==> config.mk <==
export PLATFORM = sky130hd
export DESIGN_NAME = rsn_front
export DESIGN_NICKNAME = d
export VERILOG_FILES = /design/src/hdl/rsn_pkg.sv /design/src/hdl/rsn_front.sv
export SDC_FILE = /design/constraint.sdc
export NUM_CORES = 1
export LEC_CHECK = 0
export ABC_CLOCK_PERIOD_IN_PS = 9600
export BUFFER_PORTS_ARGS = -buffer_cell sky130_fd_sc_hd__buf_2
export CORE_MARGIN = 10
export CORE_UTILIZATION = 45
export CTS_CLUSTER_DIAMETER = 50
export DETAILED_ROUTE_END_ITERATION = 10
export PLACE_DENSITY = 0.75
export RECOVER_POWER = 25
export SYNTH_ARGS = -nofsm -noshare
export SYNTH_HDL_FRONTEND = slang
export SYNTH_SLANG_ARGS = --single-unit
==> constraint.sdc <==
create_clock -name clk_i -period 9.6 [get_ports clk_i]
set_input_delay 2.4 -clock clk_i [delete_from_list [all_inputs] [get_ports clk_i]]
set_output_delay 2.4 -clock clk_i [all_outputs]
set_load 0.01 [all_outputs]
==> src/hdl/rsn_pkg.sv <==
// Shared types, widths and constants of the rebin, sum and normalize block.
package rsn_pkg;

  localparam int SAMPLE_W = 24;
  localparam int FACTOR_W = 11;
  localparam int WIDTH_W  = 24;
  localparam int SUM_W    = 34;
  localparam int TOTAL_W  = 40;
  localparam int DEN_W    = 64;
  localparam int VALUE_W  = 32;
  localparam int INDEX_W  = 6;
  localparam int CFG_W    = 24;

  localparam int MAX_BINS_DEF = 64;
  localparam int MAX_REBIN    = 1024;
  localparam int QUEUE_DEPTH  = 2;

  localparam logic [FACTOR_W-1:0] REBIN_RESET = 11'd1;
  localparam logic [WIDTH_W-1:0]  WIDTH_RESET = 24'd65536;

  typedef enum logic [0:0] {
    REG_REBIN = 1'b0,
    REG_WIDTH = 1'b1
  } cfg_reg_e;

  // One request from the front end: a closed group, the end of a series, or both.
  typedef struct packed {
    logic             close;
    logic             last;
    logic [SUM_W-1:0] sum;
  } rsn_req_t;

  typedef struct packed {
    logic [VALUE_W-1:0] value;
    logic [INDEX_W-1:0] index;
    logic               last;
    logic               norm;
    logic               ovf;
  } rsn_res_t;

  typedef enum logic [2:0] {
    BK_COLLECT,
    BK_MUL,
    BK_SUM,
    BK_READ,
    BK_LOAD,
    BK_DIV,
    BK_EMIT
  } bk_state_e;

endpackage

==> src/hdl/rsn_front.sv <==
// Front end: sums samples into groups and issues a request per closed group or series end.
module rsn_front (
  input  logic                            clk_i,
  input  logic                            rst_ni,
  input  logic                            valid_i,
  output logic                            ready_o,
  input  logic [rsn_pkg::SAMPLE_W-1:0]    sample_i,
  input  logic                            last_i,
  input  logic [rsn_pkg::FACTOR_W-1:0]    factor_i,
  input  logic                            full_i,
  output logic                            push_o,
  output rsn_pkg::rsn_req_t               req_o
);
  import rsn_pkg::*;

  localparam logic [16:0] MaxRebinW = 17'(MAX_REBIN);

  logic [SUM_W-1:0]    accum_q, accum_d, sum_new;
  logic [FACTOR_W-1:0] cnt_q, cnt_d, cnt_new, factor;
  logic                accept, close;

  // A zero factor counts as one; a large factor is capped.
  always_comb begin
    if (factor_i == '0) begin
      factor = FACTOR_W'(1);
    end else if ({6'b0, factor_i} > MaxRebinW) begin
      factor = MaxRebinW[FACTOR_W-1:0];
    end else begin
      factor = factor_i;
    end
  end

  assign ready_o = !full_i;
  assign accept  = valid_i && ready_o;
  assign sum_new = accum_q + SUM_W'(sample_i);
  assign cnt_new = cnt_q + FACTOR_W'(1);
  assign close   = cnt_new >= factor;

  assign push_o    = accept && (close || last_i);
  assign req_o.close = close;
  assign req_o.last  = last_i;
  assign req_o.sum   = sum_new;

  always_comb begin
    accum_d = accum_q;
    cnt_d   = cnt_q;
    if (accept) begin
      if (close || last_i) begin
        accum_d = '0;
        cnt_d   = '0;
      end else begin
        accum_d = sum_new;
        cnt_d   = cnt_new;
      end
    end
  end

  always_ff @(posedge clk_i or negedge rst_ni) begin
    if (!rst_ni) begin
      accum_q <= '0;
      cnt_q   <= '0;
    end else begin
      accum_q <= accum_d;
      cnt_q   <= cnt_d;
    end
  end

endmodule

Word level (Yosys, flattened, before mapping)
Cells that the tools add are included.
Storage, ports and cells
  input bits: 40
  logic and storage cells: 15
  output and inout port bits: 38
  register bits after elaboration: 45
Operators by class
  add/sub/neg operators: 2
  mux-type cells: 4
  $lt $le $gt $ge: 2
  reduce and logical (&&, ||, !) cells: 5
Operators with widths (number)
  $add 34x24->34: 1
  $mux 34: 1
  $mux 11: 3
  $add 11x1->11 const B: 1
  $ge 11x11->1: 1
  $gt 11x11->1 const B: 1
  $logic_not 11->1: 1
  $logic_and 1x1->1: 2
  $logic_not 1->1: 1
  $logic_or 1x1->1: 1

Logic depth before layout (Yosys ltp)
  word-level depth: 6
  depth in mapped cells: 13
  mapped depth without buffers: 12

Least setup slack after synthesis
Ideal clock, no wire load.
  kind: input to output
  start: input sample_i[8] (netlist name)
  end: output req_o[28] (netlist name)
  stages on the path: 9
  path buffers: 0
  arrival time: 4.758 ns
  slack: 2.442 ns
  required time: 7.200 ns
  cell sequence: ha_1 > a21o_1 > a221oi_2 > nor2_1 > o311a_4 > a211o_4 > a2111oi_4 > nor2_1 > xor2_1
RTL lines
  start: declaration: RTL line rsn_front.sv:7  | input logic [rsn_pkg::SAMPLE_W-1:0] sample_i,
  end: declaration: RTL line rsn_front.sv:12  | output rsn_pkg::rsn_req_t req_o

==> out/metrics.cfg <==
[yosys]
syn_nets = 538
synthSimpleGateAreaFrac_pct = 19.5
yosysWarnings = 0
post_synth_xor_area_fraction_pct = 9.18
yosys.area.top_type_share_pct = 29.5
synthMuxAreaShare_pct = 0
ys_seq_elements = 45
ys_seq_area_share_pct = 29.5
synth_top_family_by_area = compound AO/OA/AOI/OAI gates
ys_top_cells_by_area = dfrtp_1, ha_1, nand2_1
synth_cells = 461
synth-compound-area-share_pct = 25.2
synth-edff-count = 0
synth.largest_area_cell = dfrtp_1
synth_flop_cell = dfrtp_1
synthAdderAreaFrac_pct = 12.3
synth_area_um2 = 3810
ys_async_sr_fraction_pct = 100
synth_cell_types = 57
syn_area_per_cell_um2 = 8.28

[setup_path]
cp.arrival_ns = 5.20
end_kind = primary output
path_cells = buf_2 -> ha_1 -> a21oi_1 -> a311oi_1 -> o311a_4 -> a211o_4 -> a2111oi_4 -> nor2_1 -> xor2_1 -> buf_2
cpPeakStageDelay_ns = 0.59
crit_top_cell = buf_2
critical_path_class = input pin to primary output
cpMaxStageDelayCell = a2111oi_4
start_kind = input pin
cp_max_fo = 9
reg2reg_slack_ns = 5.58
r2r_end = accum_q[26]$_DFFE_PN0P_
cp.required_ns = 7.20
reg2reg_from = cnt_q[0]$_DFFE_PN0P_
reg2reg_depth = 12

[power]
leakage_nw = 2.14
p_per_area_nw_per_um2 = 236
peakVddDrop_uv = 175
power.total_mw = 1.03

[clock_network]
ctsHoldBuffers = 0
cts_root_buf = clkbuf_8
cts-resized-gates = 0
postCtsSetupBuffers = 0
htreeDepth = 2
cts_tree = yes
cts_buffers = 5
clock_path_buffers = 2
worstSkewPairLatency_ns = 0.31
clkSinkCount = 45
clk_pin_slew_ns = 0.09

[timing]
worst_pin_slew_ns = 2.46
maxSlewViolCount = 46
holdWs_ns = 0.483
fin_crit_sh_pct = 79.2
rsz0062_at_grt = false
setup_ws_ns = 2.00
hold_viol = 0
tns_ns = 0
fin_skew_ns = 0.00812
slew_headroom_pct = -64.1
setup_violations = 0
fmax_mhz = 132
post-route-min-period_ns = 7.60

[grt]
antenna_found_initial = 0
grt_pass1_wl_um = 17100
grt_pass1_vias = 3529
grt_max_degree = 46
grt_usage_pct = 15.8
grt-ovfl-total = 0

[status]
status = finished, violations left
violations = capacitance limit, slew limit

[run]
drv_cap = 1

[cells_and_area]
final_core_util_pct = 53.2
nets = 602
layout-drive-gt1-share_pct = 21.1
syn_to_final_growth_pct = 14.6
antenna_cells = 0
layout_common_cells = nand2_1, buf_2, dfrtp_1
layout_commonest_cell = nand2_1

[drt]
vias_per_cell = 5.68
wl_per_cell_um = 16.2
wirelength_um = 10200
vias = 3584
drc = 0
ant_nets = 0
firstDrtPassIters = 7
drt-initial-drc-count = 156

[hold_path]
min_path_type = register to register
hold_start = accum_q[5]$_DFFE_PN0P_
whs_endpoint = accum_q[5]$_DFFE_PN0P_
min_path_cells = 2

[die]
row_count = 33
die-area_um2 = 12600
core-area_um2 = 8220
die_h_um = 112
pin_count = 78
initial_core_util_pct = 46.4
die_x_um = 112

[placed_design]
post-place-ws_ns = 2.04
hpwlAfterDp_um = 7760
port_buffers = 77
place_congestion = 0.901

==> synth_stat cells, types with 2 or more instances <==
master	count
a21oi_1	27
o311ai_2	2
nand2_1	81
a311oi_1	2
inv_1	17
a211o_1	2
a21o_1	12
o21ai_1	2
o211ai_1	6
nand4_1	6
a211oi_1	4
xor2_1	14
nor4_1	3
dfrtp_1	45
o21ai_0	38
o31ai_1	4
or3_2	2
buf_4	2
o21a_1	2
a31oi_1	3
and2_1	2
or4_2	2
nor3_1	3
nand3_1	21
xnor2_1	26
nor2b_1	8
a22o_1	11
a31o_2	4
or3_1	2
ha_1	36
clkbuf_1	21
and3_1	4
nor2_1	23
==> through the flow <==
stage               area (um^2)  cells
floorplan                  3810    461
global placement           4260    623
detailed placement         4260    623
CTS                        4370    631
global route               4370    631
finish                     4370    631
==> flip-flops by register name, summed over array words and instances (netlist names) <==
signal	flops
accum_q	34
cnt_q	11
==> cell families after synthesis <==
logic type | Yosys count
simple gates | 163
compound gates | 135
flops | 45
buf+inv | 41
xor+xnor | 40
fa+ha+maj | 37
==> worst max-delay path: cells and delay by family <==
family | cells | cell delay [ns]
AOI/OAI and AO/OA | 5 | 1.94
and+or+nand+nor | 1 | 0.13
adders and majority gates | 1 | 0.33
xor gates and xnor gates | 1 | 0.16
buffers and inverters | 2 | 0.24
==> routing by layer <==
layer / vias to the layer above / part of all wire [%] / track usage (%) / routed length, um
li1: 1770 / - / - / -
met3: 15 / 5.3 / 2.72 / 544
met4: 0 / 1.3 / 3.64 / 130
met1: 1691 / 45 / 20.1 / 4610
met5: - / 0 / 0 / 0
met2: 108 / 48 / 27.3 / 4910
==> worst max-delay path by stage <==
stage,from,end,depth (start not counted)
global placement,sample_i[8],req_o[28],11
floorplan,sample_i[8],req_o[28],9
global route,sample_i[4],req_o[32],10
CTS,sample_i[4],req_o[28],10
finish,sample_i[4],req_o[28],10
detailed placement,sample_i[4],req_o[28],10
==> final cells by class <==
type / count / area [um^2]
clock buffer: 6 / 72.6
clock inverter: 2 / 38.8
fill: 767 / 3840
inverter: 18 / 67.6
multi-input combinational: 375 / 2530
sequential: 45 / 1130
tap: 105 / 131
timing repair buffer: 80 / 407
==> where the power goes <==
group          internal [mW]  leakage [nW]  switching (mW)  total [mW]
combinational          0.260          1.48           0.364       0.624
sequential             0.230         0.602          0.0298       0.260
clock                 0.0783        0.0554          0.0703       0.149
total                  0.569          2.14           0.464        1.03
Note: power is estimated with default switching activity, not from simulation.
