<file path="src/hdl/rsn_pkg.sv">
// Shared types, widths and constants of the rebin, sum and normalize block.
package rsn_pkg;

  localparam int SAMPLE_W = 24;
  localparam int FACTOR_W = 11;
  localparam int WIDTH_W  = 24;
  localparam int SUM_W    = 34;
  localparam int TOTAL_W  = 40;
  localparam int DEN_W    = 64;
  localparam int VALUE_W  = 32;
  localparam int INDEX_W  = 6;
  localparam int CFG_W    = 24;

  localparam int MAX_BINS_DEF = 64;
  localparam int MAX_REBIN    = 1024;
  localparam int QUEUE_DEPTH  = 2;

  localparam logic [FACTOR_W-1:0] REBIN_RESET = 11'd1;
  localparam logic [WIDTH_W-1:0]  WIDTH_RESET = 24'd65536;

  typedef enum logic [0:0] {
    REG_REBIN = 1'b0,
    REG_WIDTH = 1'b1
  } cfg_reg_e;

  // One request from the front end: a closed group, the end of a series, or both.
  typedef struct packed {
    logic             close;
    logic             last;
    logic [SUM_W-1:0] sum;
  } rsn_req_t;

  typedef struct packed {
    logic [VALUE_W-1:0] value;
    logic [INDEX_W-1:0] index;
    logic               last;
    logic               norm;
    logic               ovf;
  } rsn_res_t;

  typedef enum logic [2:0] {
    BK_COLLECT,
    BK_MUL,
    BK_SUM,
    BK_READ,
    BK_LOAD,
    BK_DIV,
    BK_EMIT
  } bk_state_e;

endpackage

</file>
<file path="src/hdl/rsn_queue.sv">
// Short request queue between the front end and the back end.
module rsn_queue (
  input  logic              clk_i,
  input  logic              rst_ni,
  input  logic              push_i,
  input  rsn_pkg::rsn_req_t req_i,
  output logic              full_o,
  output logic              valid_o,
  output rsn_pkg::rsn_req_t head_o,
  input  logic              pop_i
);
  import rsn_pkg::*;

  localparam int PW = (QUEUE_DEPTH > 1) ? $clog2(QUEUE_DEPTH) : 1;
  localparam int NW = $clog2(QUEUE_DEPTH + 1);

  rsn_req_t        entry_q [QUEUE_DEPTH];
  logic [PW-1:0]   wr_ptr_q, wr_ptr_d, rd_ptr_q, rd_ptr_d;
  logic [NW-1:0]   num_q, num_d;
  logic            do_push, do_pop;

  assign full_o  = num_q == NW'(QUEUE_DEPTH);
  assign valid_o = num_q != '0;
  assign head_o  = entry_q[rd_ptr_q];
  assign do_push = push_i && !full_o;
  assign do_pop  = pop_i && valid_o;

  always_comb begin
    wr_ptr_d = wr_ptr_q;
    rd_ptr_d = rd_ptr_q;
    num_d    = num_q;
    if (do_push) begin
      wr_ptr_d = (wr_ptr_q == PW'(QUEUE_DEPTH - 1)) ? '0 : wr_ptr_q + PW'(1);
    end
    if (do_pop) begin
      rd_ptr_d = (rd_ptr_q == PW'(QUEUE_DEPTH - 1)) ? '0 : rd_ptr_q + PW'(1);
    end
    if (do_push && !do_pop) begin
      num_d = num_q + NW'(1);
    end else if (do_pop && !do_push) begin
      num_d = num_q - NW'(1);
    end
  end

  always_ff @(posedge clk_i or negedge rst_ni) begin
    if (!rst_ni) begin
      wr_ptr_q <= '0;
      rd_ptr_q <= '0;
      num_q    <= '0;
    end else begin
      wr_ptr_q <= wr_ptr_d;
      rd_ptr_q <= rd_ptr_d;
      num_q    <= num_d;
    end
  end

  always_ff @(posedge clk_i) begin
    if (do_push) begin
      entry_q[wr_ptr_q] <= req_i;
    end
  end

endmodule

</file>
<file path="config.mk">
export PLATFORM = sky130hd
export DESIGN_NAME = rsn_queue
export DESIGN_NICKNAME = d
export VERILOG_FILES = /design/src/hdl/rsn_pkg.sv /design/src/hdl/rsn_queue.sv
export SDC_FILE = /design/constraint.sdc
export NUM_CORES = 1
export LEC_CHECK = 0
export ABC_AREA = 1
export BUFFER_PORTS_ARGS = -buffer_cell sky130_fd_sc_hd__buf_2
export CORE_MARGIN = 10
export CORE_UTILIZATION = 45
export CTS_CLUSTER_DIAMETER = 150
export DETAILED_ROUTE_END_ITERATION = 10
export PLACE_DENSITY = 0.68
export SYNTH_ARGS = -nofsm -noshare
export SYNTH_HDL_FRONTEND = slang
export SYNTH_SLANG_ARGS = --single-unit
</file>
<file path="constraint.sdc">
create_clock -name clk_i -period 5.1 [get_ports clk_i]
set_input_delay 0.51 -clock clk_i [delete_from_list [all_inputs] [get_ports clk_i]]
set_output_delay 0.51 -clock clk_i [all_outputs]
set_load 0.1 [all_outputs]
</file>
=== Word-level counts from Yosys, hierarchy flattened ===
Memory sizes are Yosys's and may differ from the RTL's.
Index checks and enable logic that the tools add are counted.

* Flip-flop bits (word level): 4
* Bits in writable memories: 72
* Bits of input ports: 40
* Output and inout port bits: 38
* Logic and storage cells: 24
* Memories: 1

* Add/sub/neg operators: 4
* Equal/unequal tests: 1
* Multiplexer cells: 6
* Reductions and logical operators: 9

{| class="wikitable"
|+ Memory list
! memory !! words !! bits a word !! rd ports !! clocked after memory_dff !! wr ports !! line !! RTL
|-
| entry_q || 2 || 36 || 1 || 0 || 1 || rsn_queue.sv:17 || <nowiki>rsn_req_t entry_q [QUEUE_DEPTH];</nowiki>
|}

{| class="wikitable"
|+ Operators with widths
! operator !! number
|-
| logical AND 1 bit || 4
|-
| 2-to-1 mux 1 bit || 4
|-
| 2-to-1 mux 2 bit || 2
|-
| nonzero test 2 bit || 2
|-
| logical NOT 1 bit || 3
|-
| adder 1 bit, second input constant || 2
|-
| adder 2 x 1 -> 2 bit, second input constant || 1
|-
| == test 2 bit, second input constant || 1
|-
| subtractor 2 x 1 -> 2 bit, second input constant || 1
|}

=== Longest topological paths before layout ===
* Depth after elaboration: 7
* Depth in mapped cells: 9
* Gate-level depth less buffers: 9

=== Least setup slack after synthesis ===
No wires, ideal clock.

* Kind: input port to flip-flop
* From: input port push_i
* To: memory entry_q[1][0] (netlist bit) (enable)
* Setup time: 0.429 ns
* Arrival: 2.136 ns
* Data required time: 4.671 ns
* Setup slack: 2.535 ns
* Stages: 2
* Path buffers: 0
* Cells stage by stage: o21ai_0 nor2_1

* Word-level cells in the longest chain between the ends: 3

{| class="wikitable"
|+ Ends and longest elaborated chain
! what !! line !! RTL
|-
| from (decl) || rsn_queue.sv:5 || <nowiki>input logic push_i,</nowiki>
|-
| logical AND 1 bit || rsn_queue.sv:25 || <nowiki>assign do_push = push_i && !full_o;</nowiki>
|-
| 2-to-1 mux 1 bit || rsn_queue.sv:58 || <nowiki>if (do_push) begin</nowiki>
|-
| 2-to-1 mux 1 bit (implied by the code) || rsn_queue.sv:59 || <nowiki>entry_q[wr_ptr_q] <= req_i;</nowiki>
|-
| to (decl) || rsn_queue.sv:17 ||
|}

No other way between the ends.

==> results_dict.tcl <==
set metrics [dict create \
    fin_crit_ns 2.659 \
    cp.arrival_ns 2.15 \
    grt_max_degree 39 \
    cp.required_ns 4.59 \
    synth_top_cell_area_share_pct 75.20 \
    ys_seq_area_share_pct 78.68 \
    numCtsBuffers 9 \
    synth_xor_area_share_pct 0.3046 \
    synth-seq-cells 76 \
    firstDrtPassIters 4 \
    critPathTopFamily "buffers and inverters" \
    fillCellCount 529 \
    min_path_type "input pin to register" \
    coreArea_mm2 0.006277 \
    clkLatencyLatePin_ns 0.33 \
    ant_nets 0 \
    start_util_pct 45.80 \
    syn_area_mm2 0.002875 \
    synth_top_cells_by_area "edfxtp_1 (75%), nand2_1 (15%), dfrtp_1 (3.5%), buf_6 (1.6%), buf_4 (0.78%)" \
    fin_skew_ns 0.007642 \
    drv_cap 0 \
    fin_nets 344 \
    synth-adder-area-share_pct 0.4352 \
    final_common_cell "nand2_1" \
    final_cell_mix "nand2_1 (117), buf_2 (77), edfxtp_1 (72)" \
    status "finished, final reports clean" \
    dp_cells 368 \
    cts_setup_buffers 0 \
    portBuffers 77 \
    hpwl_um 3651 \
    grt-ovfl-total 0 \
    die_area_mm2 0.009987 \
    fmaxAchievable_ghz 0.3760 \
    ys_types 16 \
    worstSetupPathType "register to output port" \
    rsz0062_at_grt "false" \
    crit_slowest_cell "inv_2" \
    grt_usage_pct 11.13 \
    rows 29 \
    syn_area_per_cell_um2 13.13 \
    yosys_warnings 0 \
    grt_pass1_vias 1861 \
    synth_fp_nets 260 \
    drtIter0Drc 65 \
    path_cells "buf_4 > inv_2 > nand2_1 > nand2_1 > buf_2" \
    n_antenna_cell 0 \
    cts_tree "built" \
    root_buffer "clkbuf_8" \
    syn_to_final_growth_pct 23.46 \
    antenna_found_initial 0 \
    wirelength_um 5511 \
    critPathLaunchType "register" \
    grt_pass1_wl_um 8721 \
    synthCells 219 \
    synthMuxAreaShare_pct 0 \
    clockBufferDepth 2 \
    whs_ns 0.3628 \
    finalCritPeriodShare_pct 52.15 \
    crit_buf_inv 3 \
    hold_viol 0 \
    cpMostUsedCell "nand2_1" \
    synth_top_family_by_area "simple AND/OR/NAND/NOR gates" \
    finalSetupViolations 0 \
    yosys.area.top_type "edfxtp_1" \
    synth-simple-area-share_pct 17.01 \
    finalSetupTns_ns 0 \
    relSlewSlack_pct 32.77 \
    endpoint_kind "output port" \
    synth-compound-area-share_pct 0.1741 \
    drc 0 \
    path_clk_slew_ns 0.07 \
    gp_congestion 0.6762 \
    vias 1789 \
    die_w_um 99.94 \
    routedWlPerCell_um 14.35 \
    crit_path_max_fanout 38 \
    max_stage_delay_ns 0.54 \
    fin_cells 384 \
    htree_levels 3 \
    vias_per_cell 4.659 \
    ios 78 \
    tightest_slew_ns 1.006 \
    dieHeight_um 99.94 \
    finalMaxSlewViolations 0 \
    drive_gt1_share_pct 32.57 \
    cts_sinks 76 \
]
-- cell usage after synthesis --
library cell and number:
o21ai_0 1, nor2_1 1, nor2_2 1, ha_1 1, buf_4 3, nand4_1 1
nand2_1 117, xnor2_1 1, inv_2 2, edfxtp_1 72, nor2_4 1, buf_6 4
inv_1 6, nand2_2 2, dfrtp_1 4, nand3_1 2
-- worst paths after layout --
| check | startpoint | end | slack (ns) | depth (start not counted) |
|---|---|---|---|---|
| max reg2reg | num_q[1] | entry_q[1][17] | 3.18 | 3 |
| min reg2reg | wr_ptr_q | wr_ptr_q | 0.49 | 2 |
| min | req_i[22] | entry_q[0][22] | 0.36 | 1 |
| max | rd_ptr_q | head_o[10] | 2.44 | 5 |
| min in group asynchronous | rst_ni | num_q[0] | 0.51 | 2 |
| max in group asynchronous | rst_ni | rd_ptr_q | 4.47 | 2 |
-- layer usage --
layer	track usage, %	wire [um]	vias up
met3	4.739	476	8
met5	0	0	-
li1	-	-	897
met1	11.41	2087	829
met2	18.57	2847	55
met4	6.615	100	0
-- sequential cells by signal (all words and copies together), names as in the netlist --
signal	flops
rd_ptr_q	1
entry_q	72
wr_ptr_q	1
num_q	2
-- per-stage QoR --
step | instance area [um2] | utilization [%] | setup WS (ns)
after CTS | 3550 | 56.55 | 2.380
final | 3550 | 56.55 | 2.441
after floorplan | 2875 | - | 2.535
after detailed placement | 3312 | 52.76 | 2.761
after global placement | 3312 | 52.76 | 2.771
after global routing | 3550 | 56.55 | 2.222
-- kinds of logic after synthesis --
| kind of cell | after synthesis |
|---|---|
| AOI/OAI and AO/OA | 1 |
| xor gates and xnor gates | 1 |
| adders and majority gates | 1 |
| buffers and inverters | 15 |
| DFF | 76 |
| and+or+nand+nor | 125 |
-- repair_timing --
item / CTS / global route
hold endpoints to repair: 4 / 0
gates resized for setup: 0 / 0
hold buffers: 1 / 0
-- final cells by class --
cell class	instances	area [um2]	share of cell area (%)
Clock inverter	6	103.9	2.926
Inverter	8	30.03	0.8460
Clock buffer	9	123.9	3.490
Sequential cell	76	2262	63.73
Tap cell	77	96.34	2.714
Timing Repair Buffer	80	410.4	11.56
Multi-Input combinational cell	128	523.0	14.73
Power is not shown: default switching activity piles up to over one toggle a cycle in this logic, so the estimate is an artifact.
